`config.mk`:
```
export PLATFORM = sky130hd
export DESIGN_NAME = l3d_front
export DESIGN_NICKNAME = d
export VERILOG_FILES = /design/src/sv/l3d_pkg.sv /design/src/sv/l3d_front.sv
export SDC_FILE = /design/constraint.sdc
export NUM_CORES = 1
export LEC_CHECK = 0
export BUFFER_PORTS_ARGS = -buffer_cell sky130_fd_sc_hd__buf_2
export CORE_AREA = 8 8 313 239
export CTS_CLUSTER_DIAMETER = 120
export DETAILED_ROUTE_END_ITERATION = 12
export DIE_AREA = 0 0 321 247
export MAX_ROUTING_LAYER = met4
export PLACE_DENSITY = 0.59
export SYNTH_ARGS = -nofsm -noshare
export SYNTH_HDL_FRONTEND = slang
export SYNTH_SLANG_ARGS = --single-unit
```
`constraint.sdc`:
```
create_clock -name clock -period 33.3 [get_ports clock]
set_input_delay 6.66 -clock clock [delete_from_list [all_inputs] [get_ports clock]]
set_output_delay 6.66 -clock clock [all_outputs]
set_load 0.01 [all_outputs]
```
`src/sv/l3d_pkg.sv`:
```
// shared types and constants for the 3d lut color map
`timescale 1ns / 1ps
package l3d_pkg;
   localparam int MAX_DIM_DEFAULT = 64;
   localparam int QUEUE_DEPTH = 4;
   localparam int REG_W = 7;
   localparam int IDX_W = 18;
   localparam int ENTRY_W = 24;

   localparam logic [1:0] CSR_LUT_DIM = 2'd0;
   localparam logic [1:0] CSR_BLEND = 2'd1;
   localparam logic [1:0] CSR_DEEP = 2'd2;

   localparam logic OP_WRITE = 1'b0;
   localparam logic OP_PIXEL = 1'b1;

   localparam logic [REG_W-1:0] LUT_DIM_RESET = 7'd64;
   localparam logic [REG_W-1:0] BLEND_RESET = 7'd100;
   localparam logic [REG_W-1:0] PCT_FULL = 7'd100;

   // floor(v / 257) for 16-bit v, floor(s / 100) for 23-bit s
   localparam logic [16:0] RECIP_257 = 17'd65281;
   localparam logic [23:0] RECIP_100 = 24'd10737419;

   typedef struct packed {
      logic [REG_W-1:0]   dim;
      logic [2*REG_W-1:0] dim_sq;
      logic [REG_W-1:0]   pct;
      logic               deep;
   } cfg_type;
endpackage

```
`src/sv/l3d_front.sv`:
```
// front end: accepts beats, splits pixels into cell and fraction, forms the base index
`timescale 1ns / 1ps
module l3d_front #(
   parameter int MAX_DIM = 64,
   parameter int AW = 18,
   parameter int CW = 6
) (
   input  logic                  clock,
   input  logic                  reset,
   input  l3d_pkg::cfg_type      cfg,
   input  logic                  req_valid,
   output logic                  req_stall,
   input  logic                  req_operation,
   input  logic [17:0]           req_entry_index,
   input  logic [7:0]            req_entry_red,
   input  logic [7:0]            req_entry_green,
   input  logic [7:0]            req_entry_blue,
   input  logic [15:0]           req_pixel_red,
   input  logic [15:0]           req_pixel_green,
   input  logic [15:0]           req_pixel_blue,
   output logic                  ent_valid,
   input  logic                  ent_ready,
   output logic                  ent_op,
   output logic [AW-1:0]         ent_addr,
   output logic [23:0]           ent_wdata,
   output logic [2:0][15:0]      ent_frac,
   output logic [2:0][15:0]      ent_px
);
   import l3d_pkg::*;

   localparam int DEPTH = MAX_DIM * MAX_DIM * MAX_DIM;
   localparam logic [IDX_W:0] DEPTH_LIM = (IDX_W + 1)'(DEPTH);

   logic                 en;
   logic                 write_ok;
   logic                 f1_valid_in;
   logic [REG_W-1:0]     dm1;
   logic [2:0][15:0]     pix;
   logic [2:0][15:0]     px_m;
   logic [2:0][22:0]     prod;
   logic [2:0][22:0]     tcoord;
   logic [2:0][CW-1:0]   grid_pos;
   logic [2:0][15:0]     frac;
   logic [AW-1:0]        base;

   logic                 f1_valid_ff;
   logic                 f1_op_ff;
   logic [AW-1:0]        f1_addr_ff;
   logic [23:0]          f1_wdata_ff;
   logic [2:0][CW-1:0]   f1_cell_ff;
   logic [2:0][15:0]     f1_frac_ff;
   logic [2:0][15:0]     f1_px_ff;

   logic                 f2_valid_ff;
   logic                 f2_op_ff;
   logic [AW-1:0]        f2_addr_ff;
   logic [23:0]          f2_wdata_ff;
   logic [2:0][15:0]     f2_frac_ff;
   logic [2:0][15:0]     f2_px_ff;

   assign pix = {req_pixel_blue, req_pixel_green, req_pixel_red};

   always_comb begin
      dm1 = cfg.dim - 7'd1;
      for (int ch = 0; ch < 3; ch++) begin
         px_m[ch] = cfg.deep ? pix[ch] : {8'h00, pix[ch][7:0]};
         prod[ch] = 23'(px_m[ch]) * 23'(dm1);
         tcoord[ch] = cfg.deep ? prod[ch] : {prod[ch][14:0], 8'h00};
         grid_pos[ch] = tcoord[ch][16 +: CW];
         frac[ch] = tcoord[ch][15:0];
      end
   end

   assign write_ok = {1'b0, req_entry_index} < DEPTH_LIM;
   assign f1_valid_in = req_valid && (req_operation == OP_PIXEL || write_ok);

   assign base = AW'(f1_cell_ff[0])
               + AW'(AW'(f1_cell_ff[2]) * AW'(cfg.dim))
               + AW'(AW'(f1_cell_ff[1]) * AW'(cfg.dim_sq));

   assign en = !f2_valid_ff || ent_ready;
   assign req_stall = !en;

   always_ff @(posedge clock) begin
      if (reset) begin
         f1_valid_ff <= 1'b0;
         f2_valid_ff <= 1'b0;
      end else if (en) begin
         f1_valid_ff <= f1_valid_in;
         f2_valid_ff <= f1_valid_ff;
      end
   end

   always_ff @(posedge clock) begin
      if (en) begin
         f1_op_ff    <= req_operation;
         f1_addr_ff  <= req_entry_index[AW-1:0];
         f1_wdata_ff <= {req_entry_red, req_entry_green, req_entry_blue};
         f1_cell_ff  <= grid_pos;
         f1_frac_ff  <= frac;
         f1_px_ff    <= px_m;
         f2_op_ff    <= f1_op_ff;
         f2_addr_ff  <= (f1_op_ff == OP_PIXEL) ? base : f1_addr_ff;
         f2_wdata_ff <= f1_wdata_ff;
         f2_frac_ff  <= f1_frac_ff;
         f2_px_ff    <= f1_px_ff;
      end
   end

   assign ent_valid = f2_valid_ff;
   assign ent_op    = f2_op_ff;
   assign ent_addr  = f2_addr_ff;
   assign ent_wdata = f2_wdata_ff;
   assign ent_frac  = f2_frac_ff;
   assign ent_px    = f2_px_ff;
endmodule

```
==> results by group <==
Die
  – Die X: between 300 and 400 um
  – Core Rows: 84
  – Die H: 247 um
  – I/O pin cnt: ~270
  – Starting Density: 0.348
  – Core area: 0.0696 mm^2
  – Die Area: around 0.08 mm^2

Placement
  – GPL Wtd Cong: between 0.8 and 0.9
  – Worst slack, placed: 19090 ps
  – Post-DP HPWL: between 40000 and 50000 um
  – IO buf count: about 260

Global route
  – Vias in the first global route: around 18000
  – Total track usage: 0.162
  – Overflow after GRT: 0
  – First-pass GRT wire length: roughly 100000 um
  – Pin count of the biggest net entering global routing: 74
  – Initial antenna violation count: 12

Layout
  – Net total in the final layout: between 3000 and 4000
  – Filler cells: slightly below 7000
  – Area delta synth->final: 14.9%
  – Ratio of cells with drive above 1 in the final layout: 0.151

Route
  – Via count: 16000
  – Initial DRT Pass Iterations: 4
  – WL/cell: 18.1 um
  – Drt total wl: 61800 um
  – Final ANT Viol Nets: 0
  – Initial DRC count: ~840
  – Remaining DRCs: 0
  – DR vias/cell: roughly 4.7

CTS
  – TritonCTS Buffers: 35
  – # Post-CTS Setup Buffers: 0
  – CTS clk-pin slew, worst paths: 70 ps
  – CTS root buffer: clkbuf_16
  – Clock sink total: 298
  – CTS tree: built
  – Worst-Skew Late Latency: between 500 and 600 ps
  – Hold buffers post-CTS: 0
  – Post-CTS sizing: 0
  – H-tree levels: 2
  – Clock Path Buffers: 3

STA
  – Peak Freq: roughly 71 MHz
  – Crit path time final: 14170 ps
  – Clock skew: 22.9 ps
  – Max transition margin: 0.321
  – Final setup violating endpoints: 0
  – Final Max Slew Viols: 0
  – Setup WS post-layout: approximately 19000 ps
  – Period utilization: 0.426
  – Worst-Margin Slew: a little over 1000 ps
  – Final hold vios: 0
  – RSZ-0062 raised after global routing: no
  – TNS Setup: 0 ps

Worst hold path
  – Hold crit path type: flop to flop

Setup path
  – R2r worst-path depth: 18
  – Reg2Reg Setup Slack: 27330 ps
  – CP Launch Point: ent_ready
  – Required @ worst endpoint: ~27000 ps
  – CP endpoint: req_stall
  – Startpoint types: primary input
  – FF-to-FF Start: f1_cell_ff[6]
  – Worst Setup End Kind: output pin
  – Setup CP Type: primary input to output pin
  – CP max FO: 40
  – Worst R2R End: ent_addr[15]
  – Arrival time of the worst setup path: roughly 7500 ps

Logic synthesis
  – Seq/Total Area, Yosys: 0.369
  – YS warnings: 0
  – Top post-synthesis cells by count: inv_1, fa_1, edfxtp_1
  – Cells after synthesis: about 2200
  – Synth Flop Type: edfxtp_1
  – Synth top area cells: edfxtp_1, fa_1, ha_1
  – Asr flop ratio synth: 0
  – Synthesized net count: 2780
  – Yosys top cell area share: 0.367
  – Post-Synthesis Cell Area: about 0.024 mm^2
  – Post-synth EDFFs: approximately 300
  – Post-Syn Area per Cell: approximately 11 um^2
  – Cell variety after synth: 60
  – Count leader, synth: inv_1
  – Number of synthesized register bits: between 200 and 300
  – Synth area leader: edfxtp_1

Power and ir drop
  – PD cells: 118 mW/mm^2
  – Peak VDD IR: slightly below 0.0002 V
  – P_leak: about 13 nW

Flow run
  – Max Cap Viol: 0

Run status
  – Run status: finished clean
placed cells by master (no fill, tap or decap), types with 36 or more instances in the layout:
| cell | synthesis | routed |
|---|---|---|
| a21oi_1 | 53 | 53 |
| and2_1 | 153 | 153 |
| buf_2 | 2 | 257 |
| clkbuf_16 | 0 | 36 |
| edfxtp_1 | 296 | 296 |
| fa_1 | 297 | 297 |
| ha_1 | 181 | 181 |
| inv_1 | 387 | 387 |
| nand2_1 | 263 | 263 |
| nor2_1 | 139 | 139 |
| nor2b_1 | 36 | 36 |
| xnor2_1 | 59 | 57 |
how the worst min path moves through the flow:
stage / cells past startpoint / from / endpoint / slack [ps]
4_1_cts: 0 / f1_frac_ff[40] / ent_frac[40] / 410
3_3_place_gp: 0 / f1_wdata_ff[8] / ent_wdata[8] / 400
5_1_grt: 0 / f1_frac_ff[27] / ent_frac[27] / 410
3_5_place_dp: 0 / f1_frac_ff[30] / ent_frac[30] / 400
2_1_floorplan: 0 / f1_frac_ff[0] / ent_frac[0] / 400
6_report: 0 / f1_frac_ff[27] / ent_frac[27] / 400
critical path: stages:
cell and delay [ps]:
buf_2 80, nand2b_4 470, inv_1 140, buf_2 170
per-stage QoR:
step	cell area, um^2	utilization	hold slack (ps)	instances	total power [mW]
6_report	27800	0.399	402	3412	3.29
5_1_grt	27800	0.399	412	3412	3.65
4_1_cts	27800	0.399	410	3404	3.34
3_5_place_dp	26600	0.383	405	3340	2.93
3_3_place_gp	26600	0.383	400	3340	2.89
2_1_floorplan	24200	-	400	2178	2.34
metal layers:
| metal | global-route usage | wire, um |
|---|---|---|
| met1 | 0.205 | 27200 |
| met2 | 0.264 | 29500 |
| met3 | 0.0354 | 3580 |
| met4 | 0.0450 | 1530 |
| met5 | - | 0 |
layout make-up:
class / count / area, um^2 / area share
inverters: 387 / 1450 / 0.0523
well taps: 946 / 1180 / 0.0426
multi-input cells: 1433 / 13600 / 0.491
clock inverters: 21 / 215 / 0.00774
flip-flops and latches: 298 / 8930 / 0.321
clock buffers: 43 / 927 / 0.0334
repair buffers: 276 / 1430 / 0.0514
diodes: 8 / 20.0 / 0.000720
state kept, by name (all words and copies together) (netlist names):
name         count
ent_addr        18
ent_frac        48
ent_op           1
ent_px          48
ent_valid        1
ent_wdata       24
f1_addr_ff      18
f1_cell_ff      18
f1_frac_ff      48
f1_op_ff         1
f1_px_ff        48
f1_valid_ff      1
f1_wdata_ff     24
power by group:
part,switching (mW),internal [mW],total (mW)
Clock,0.161,0.224,0.385
Combinational,1.27,1.01,2.28
Sequential,0.0539,0.574,0.628
Total,1.48,1.81,3.29
cell families (layout without fill, tap and decap cells):
group / Yosys count / in the layout / share of synthesized area
buffers and inverters: 447 / 727 / 0.0695
AND/OR/NAND/NOR: 659 / 659 / 0.128
other: 0 / 8 / 0
adder cells (fa/ha/maj): 478 / 478 / 0.339
flip-flops: 298 / 298 / 0.369
XOR/XNOR: 83 / 83 / 0.0301
multiplexers: 30 / 30 / 0.0138
AO/OA/AOI/OAI: 183 / 183 / 0.0499
No activity file was read; power rests on OpenSTA's default activity.
