===== src/sv/l3d_queue.sv =====
// short fifo between front and back end
`timescale 1ns / 1ps
module l3d_queue #(
   parameter int WIDTH = 8,
   parameter int DEPTH = 4
) (
   input  logic             clock,
   input  logic             reset,
   input  logic             push,
   output logic             push_ready,
   input  logic [WIDTH-1:0] push_data,
   output logic             pop_valid,
   input  logic             pop,
   output logic [WIDTH-1:0] pop_data
);
   localparam int PW = (DEPTH > 1) ? $clog2(DEPTH) : 1;
   localparam logic [PW:0] FULL = (PW + 1)'(DEPTH);
   localparam logic [PW-1:0] LAST = PW'(DEPTH - 1);

   logic [WIDTH-1:0] mem_ff [DEPTH];
   logic [PW-1:0]    rd_ptr_ff, rd_ptr_in;
   logic [PW-1:0]    wr_ptr_ff, wr_ptr_in;
   logic [PW:0]      count_ff, count_in;
   logic             push_fire;
   logic             pop_fire;

   assign push_ready = count_ff != FULL;
   assign pop_valid  = count_ff != '0;
   assign push_fire  = push && push_ready;
   assign pop_fire   = pop && pop_valid;
   assign pop_data   = mem_ff[rd_ptr_ff];

   always_comb begin
      rd_ptr_in = rd_ptr_ff;
      wr_ptr_in = wr_ptr_ff;
      count_in  = count_ff;
      if (push_fire) begin
         wr_ptr_in = (wr_ptr_ff == LAST) ? '0 : wr_ptr_ff + 1'b1;
      end
      if (pop_fire) begin
         rd_ptr_in = (rd_ptr_ff == LAST) ? '0 : rd_ptr_ff + 1'b1;
      end
      if (push_fire && !pop_fire) begin
         count_in = count_ff + 1'b1;
      end else if (pop_fire && !push_fire) begin
         count_in = count_ff - 1'b1;
      end
   end

   always_ff @(posedge clock) begin
      if (reset) begin
         rd_ptr_ff <= '0;
         wr_ptr_ff <= '0;
         count_ff  <= '0;
      end else begin
         rd_ptr_ff <= rd_ptr_in;
         wr_ptr_ff <= wr_ptr_in;
         count_ff  <= count_in;
      end
   end

   always_ff @(posedge clock) begin
      if (push_fire) begin
         mem_ff[wr_ptr_ff] <= push_data;
      end
   end

   assert property (@(posedge clock) disable iff (reset) count_ff <= FULL)
      else $error("queue count beyond depth");
   assert property (@(posedge clock) disable iff (reset)
      (push_fire && !pop_fire) |=> count_ff == $past(count_ff) + 1'b1)
      else $error("queue count missed a push");
   assert property (@(posedge clock) disable iff (reset)
      (pop_fire && !push_fire) |=> count_ff == $past(count_ff) - 1'b1)
      else $error("queue count missed a pop");
endmodule


===== config.mk =====
export PLATFORM = sky130hd
export DESIGN_NAME = l3d_queue
export DESIGN_NICKNAME = d
export VERILOG_FILES = /design/src/sv/l3d_queue.sv
export SDC_FILE = /design/constraint.sdc
export NUM_CORES = 1
export LEC_CHECK = 0
export BUFFER_PORTS_ARGS = -buffer_cell sky130_fd_sc_hd__buf_2
export CAP_MARGIN = 10
export CORE_AREA = 5 5 59 87
export CTS_BUF_LIST = sky130_fd_sc_hd__clkbuf_2 sky130_fd_sc_hd__clkbuf_4 sky130_fd_sc_hd__clkbuf_8
export DETAILED_ROUTE_END_ITERATION = 8
export DIE_AREA = 0 0 64 92
export SLEW_MARGIN = 5
export SYNTH_ARGS = -nofsm -noshare
export SYNTH_HDL_FRONTEND = slang
export SYNTH_SLANG_ARGS = --single-unit

===== constraint.sdc =====
create_clock -name clock -period 4.7 [get_ports clock]
set_input_delay 1.175 -clock clock [delete_from_list [all_inputs] [get_ports clock]]
set_output_delay 1.175 -clock clock [all_outputs]
set_load 0.005 [all_outputs]

==> impl_results.md, run 1 <==
* Syn avg cell area at 18.2 um^2
* Clk buf depth at 2
* Final Hold Fails at 0
* Initial antenna violation count at 0
* Routed Antenna Nets at 0
* Die width at 64 um
* Total of cells resized after clock tree synthesis at 0
* GRT Total Usage at 0.0974
* Share of layout cells above drive strength 1 at 0.383
* Post-synth net total at 109
* CP max FO at 8
* F_max at 351 MHz
* Routed wire length at 2630 um
* Pin slew with the least headroom to its limit at 0.560 ns
* Clk_skew at 0.00306 ns
* CTS HTree Levels at 2
* Critical Path RT at 3.52 ns
* Max-slew violation count at 0
* Via count at 833
* Kind of end point of the critical path: output pin
* Setup WS post-layout at 1.85 ns
* Grt ovf at 0
* Reg clk slew, reported paths at 0.07 ns
* Avg WL per Cell at 16.3 um
* Final Wtd Congestion at 0.675
* Max Cap Viol at 0
* Dpl hpwl at 1830 um
* 1st-iter DRT viols at 29
* Netlist Area Pre-Place at 0.00163 mm^2
* Clock root buffer: clkbuf_8
* PwrDens at 530 mW/mm^2
* Final setup fails at 0
* Ys Warns at 0
* Worst-skew pair later-pin latency at 0.29 ns
* Post-Synth XOR/XNOR Area at 0.0107
* Critical Path Start Type: flop
* Unique cell type count in the Yosys netlist at 26
* Layout fillers at 379
* Port-buffer cells at 21
* Simple-gate share of the synthesized area at 0.0651
* Status: completed
* Die area at 0.00589 mm^2
* Largest family of logic cells by synthesized area: multiplexers
* FF+latch count, synth at 41
* Slew headroom at 0.624
* Ant diodes at 0
* Final Util at 0.445
* Drt first pass iters at 4
* Core Footprint at 0.00425 mm^2
* WP data arrival at 1.67 ns
* Register area share after synthesis at 0.698
* Compound-Gate Fraction of Synth Area at 0.0214
* # hold bufs at CTS at 0
* RSZ-0062 raised after global routing: false
* Max IR drop VDD at 0.289 mV
* Area grow syn2layout at 15.6%
* Die Span Y at 92 um
* # rows at 29
* Largest net degree at the start of global routing at 13
* Vias in the first global route at 929
* Setup_tns at 0 ns
* First-pass GRT wire length at 4310 um
* Min-Delay Path Class: reg -> reg
* CTS buffer count at 5
* Mux cell area share after synthesis at 0.129
* Crit path kind: reg -> out
* Syn Inst Count at 90
* Initial Utilization at 0.385
* Post-CTS Setup Inserts at 0
* Post-route minimum period at 2.85 ns
* Leak at 0.700 nW
* Via-to-Cell Ratio at 5.17
* Adder-Cell Fraction of Synth Area at 0.0582
* CTS sink cnt at 41
* Period utilization at 0.606
* DRC violation count after routing at 0
* # IOs at 22
* Post-layout net count at 133
* CTS tree: done
* Dpl ws at 1.76 ns
routing by layer:
metal  part of all wire  global-route usage  vias up  routed length, um
met3              0.058              0.0355        8                152
met5                  0                   0        -                  0
li1                   -                   -      393                  -
met2               0.53               0.164       25               1390
met4              0.031              0.0624        0                 82
met1               0.38              0.0998      407               1010
cell usage after synthesis (all sizes together):
| cell | count | share of area |
|---|---|---|
| clkbuf | 2 | 0.0054 |
| o21ai | 1 | 0.0031 |
| nor2 | 3 | 0.0069 |
| ha | 6 | 0.046 |
| nand2b | 2 | 0.0077 |
| or3b | 1 | 0.0054 |
| mux2i | 3 | 0.018 |
| nand3 | 1 | 0.0031 |
| inv | 3 | 0.0069 |
| dfxtp | 9 | 0.11 |
| or3 | 3 | 0.013 |
| a21oi | 2 | 0.0061 |
| buf | 2 | 0.0054 |
| xor2 | 2 | 0.011 |
| o31ai | 2 | 0.012 |
| fa | 1 | 0.012 |
| nor3 | 1 | 0.0031 |
| mux4 | 8 | 0.11 |
| and3 | 4 | 0.018 |
| nand2 | 1 | 0.0023 |
| edfxtp | 32 | 0.59 |
| and2 | 1 | 0.0054 |
worst paths after layout:
| kind | startpoint | to | slack, ns | cells after the start |
|---|---|---|---|---|
| min reg2reg | rd_ptr_ff[0] | rd_ptr_ff[0] | 0.52 | 2 |
| min | rd_ptr_ff[0] | rd_ptr_ff[0] | 0.52 | 2 |
| max reg2reg | count_ff[1] | count_ff[2] | 2.28 | 7 |
| max | flop | pop_data[0] | 1.85 | 2 |
stage by stage:
step | std cells | area, um^2 | hold slack [ns] | total power, mW
global placement | 153 | 1780 | 0.483 | 0.729
CTS | 161 | 1890 | 0.517 | 1.02
floorplan | 90 | 1630 | 0.463 | 0.659
finish | 161 | 1890 | 0.517 | 1.00
global route | 161 | 1890 | 0.556 | 1.06
detailed placement | 153 | 1780 | 0.489 | 0.741
registers in the layout (all words and copies together), names as in the netlist, named ones only:
name and cells:
count_ff 3, rd_ptr_ff 2, wr_ptr_ff 2, mem_ff 32
worst max-delay path, stage by stage, from the launching register on:
cell	delay (ns)
dfxtp_1	0.67
mux4_2	0.58
buf_2	0.14
placed cells by master, fill, tap and decap left out, drive strengths merged, types with 4 or more instances in the layout:
| master | instances |
|---|---|
| dfxtp | 9 |
| buf | 21 |
| mux4 | 8 |
| clkbuf | 6 |
| ha | 6 |
| edfxtp | 32 |
| and3 | 4 |
power breakdown:
group,leakage (nW),total [mW],switching [mW],internal [mW]
Sequential,0.367,0.490,0.0447,0.446
Combinational,0.276,0.237,0.106,0.131
Clock,0.0563,0.274,0.111,0.162
cell type report:
type / count / area, um^2 / area share
clock inverters: 2 / 33.8 / 0.0179
multi-input cells: 42 / 464 / 0.246
inverters: 3 / 11.3 / 0.00596
well taps: 46 / 57.6 / 0.0305
repair buffers: 21 / 105 / 0.0556
clock buffers: 6 / 76.3 / 0.0404
flip-flops and latches: 41 / 1140 / 0.604
cells by family (layout without fill, tap and decap cells):
| logic type | after synthesis | after routing |
|---|---|---|
| and+or+nand+nor | 17 | 17 |
| DFF | 41 | 41 |
| AOI/OAI and AO/OA | 5 | 5 |
| xor gates and xnor gates | 2 | 2 |
| adders and majority gates | 7 | 7 |
| muxes | 11 | 11 |
| buffers and inverters | 7 | 32 |
(Power assumes the default switching activity.)
==> run 2: changes to the inputs <==
clock period = 2.41 ns   (was 4.7 ns; I/O delays follow)
==> run 2 against run 1 <==
Net effect: critical endpoint is now count_ff[2]; design area shrank 0.20%; combinational power grew 110%; register-to-register slack got worse by 2.1 ns; wire length shrank 1.6%; clock skew about the same.
==> impl_results.md, run 2 (same netlist as run 1, synthesis figures left out) <==
* Max-slew violation count at 0 (unchanged)
* Port-buffer cells at 21 (unchanged)
* # IOs at 22 (unchanged)
* Crit path kind: reg -> reg (was reg -> out)
* Comb pwr share at 0.266 (was 0.237)
* Final Util at 0.444 (was 0.445)
* Setup_tns at 0 ns (unchanged)
* 1st-iter DRT viols at 26 (was 29)
* P_sw at 0.499 mW (was 0.262 mW)
* Die Span Y at 92 um (unchanged)
* Leak at 0.700 nW (about the same)
* CTS HTree Levels at 2 (unchanged)
* Vias in the first global route at 875 (was 929)
* Final setup fails at 0 (unchanged)
* Via count at 825 (was 833)
* F_max at 449 MHz
* Routed Antenna Nets at 0 (unchanged)
* Largest Register: mem_ff (unchanged)
* WP data arrival at 2.44 ns (was 1.67 ns)
* Final std cell area, no fill at 0.00189 mm^2 (about the same)
* RR Startpoint: count_ff[1] (unchanged)
* Min-Delay Path Class: reg -> reg (unchanged)
* Dpl ws at 0.0497 ns (was 1.76 ns)
* Hold Slack at 0.507 ns (was 0.517 ns)
* GRT Total Usage at 0.0932 (was 0.0974)
* Commonest cells after routing, fill and taps aside: edfxtp_1, buf_2, dfxtp_1, mux4_2, ha_1 (unchanged)
* Kind of end point of the critical path: flop (was output pin)
* Routed wire length at 2590 um (was 2630 um)
* Worst flop-to-flop path endpoint: count_ff[2] (unchanged)
* DRC violation count after routing at 0 (unchanged)
* Grt ovf at 0 (unchanged)
* Worst Path Buf+Inv at 1 (unchanged)
* Post-route minimum period at 2.23 ns
* Avg WL per Cell at 16.0 um (was 16.3 um)
* Final non-filler cell total at 162 (was 161)
* Slew headroom at 0.738 (was 0.624)
* Dpl hpwl at 1900 um (was 1830 um)
* Pint at 1.38 mW (was 0.739 mW)
* Switching part of the total power at 0.266 (was 0.262)
* Commonest non-fill, non-tap cell in the layout: edfxtp_1 (unchanged)
* Clk_skew at 0.00348 ns (was 0.00306 ns)
* Worst path depth at 7 (was 2)
* Critical Path RT at 2.62 ns (was 3.52 ns)
* Core Footprint at 0.00425 mm^2 (unchanged)
* CP max-delay cell: or3_2 (was dfxtp_1)
* # rows at 29 (unchanged)
* Max reg flops at 32 (unchanged)
* Max Cap Viol at 0 (unchanged)
* Register-to-register setup slack at 0.18 ns (was 2.28 ns)
* Hold Path Cell Cnt at 2 (unchanged)
* First-pass GRT wire length at 4180 um (was 4310 um)
* Area after DPL at 0.00179 mm^2 (was 0.00178 mm^2)
* Crit-path cells: o31ai_2 -> ha_1 -> inv_1 -> fa_1 -> xor2_1 -> or3_2 -> a21oi_1 (was mux4_2 -> buf_2)
* Critical Path Start Type: flop (unchanged)
* Area grow syn2layout at 15.4% (was 15.6%)
* Worst-skew pair later-pin latency at 0.28 ns (was 0.29 ns)
* Pin slew with the least headroom to its limit at 0.393 ns (was 0.560 ns)
* Power share of the clock group at 0.234 (was 0.273)
* Reg power frac at 0.500 (was 0.490)
* Die area at 0.00589 mm^2 (unchanged)
* CTS buffer count at 5 (unchanged)
* Drt first pass iters at 4 (unchanged)
* Die width at 64 um (unchanged)
* Cells on worst reg2reg path at 7 (unchanged)
* Max incr delay on CP at 0.41 ns (was 0.67 ns)
* Period utilization at 0.924
* Cells after DPL at 154 (was 153)
* CP max FO at 5 (was 8)
* Final Wtd Congestion at 0.680 (was 0.675)
* CTS tree: done (unchanged)
* Status: completed (unchanged)
* Share of layout cells above drive strength 1 at 0.414 (was 0.383)
* Max IR drop VDD at 0.743 mV (was 0.289 mV)
* Setup WS post-layout at 0.182 ns (was 1.85 ns)
* Initial Utilization at 0.385 (unchanged)
* Initial antenna violation count at 0 (unchanged)
* Total power at 1.88 mW (was 1.00 mW)
* Clk buf depth at 2 (unchanged)
* Delay-heaviest family, CP: adder cells (was flip-flops)
* Final Hold Fails at 0 (unchanged)
* Post-layout net count at 134 (was 133)
* PwrDens at 996 mW/mm^2 (was 530 mW/mm^2)
* Biggest regs: mem_ff x32, count_ff x3 (unchanged)
* Largest net degree at the start of global routing at 12 (was 13)
* CTS sink cnt at 41 (unchanged)
* Reg clk slew, reported paths at 0.06 ns (was 0.07 ns)
* Via-to-Cell Ratio at 5.09 (was 5.17)
* Clock root buffer: clkbuf_8 (unchanged)
* Hold path start: rd_ptr_ff[0] (unchanged)
* RSZ-0062 raised after global routing: false (unchanged)
* Ant diodes at 0 (unchanged)
==> run 2: changes by cell type in the layout (fill, tap and decap cells not counted) <==
cell / delta
clkinv_1: -1
o31ai_1: -1
or3b_1: -1
bufinv_16: -1
clkbuf_4: +2
buf_4: +1
o31ai_2: +1
or3b_4: +1
==> run 2: worst reg2reg max path, cell delays in order, from the launching register on <==
cell     delay, ns
dfxtp_1       0.36
o31ai_2       0.40
ha_1          0.26
inv_1         0.06
fa_1          0.37
xor2_1        0.16
or3_2         0.41
a21oi_1       0.15
==> run 2: worst max path at each step <==
stage / start / end / slack [ns]
2_1_floorplan: count_ff[0] / count_ff[2] / 0.24
3_3_place_gp: pop / count_ff[2] / 0.14
3_5_place_dp: count_ff[0] / count_ff[2] / 0.05
4_1_cts: count_ff[0] / count_ff[2] / 0.03
5_1_grt: count_ff[1] / count_ff[2] / 0.07
6_report: count_ff[1] / count_ff[2] / 0.18
==> run 2: final cells by class <==
class,instances,area [um^2]
multi-input cells,42,472
fillers,364,2360
flip-flops and latches,41,1140
clock buffers,8,91.3
well taps,46,57.6
repair buffers,22,113
inverters,3,11.3
==> run 2: timing repair <==
action / 4_1_cts / 5_1_grt
resized for setup: 0 / 2
endpoints found under the setup margin: 0 / 1
buffers inserted: 0 / 0
hold buffers: 0 / 0
==> run 2: power groups by stage <==
stage / sequential [mW] / combinational (mW) / clock, mW
finish: 0.940 / 0.499 / 0.439
global route: 0.953 / 0.558 / 0.490
CTS: 0.937 / 0.501 / 0.452
detailed placement: 0.952 / 0.498 / 0
global placement: 0.943 / 0.485 / 0
floorplan: 0.925 / 0.360 / 0
==> run 2: routing by layer <==
layer,track usage,up-vias,share of wire
met3,0.0306,5,0.071
met1,0.103,402,0.37
met5,0,-,0
met4,0.0468,0,0.017
met2,0.158,26,0.54
li1,-,392,-
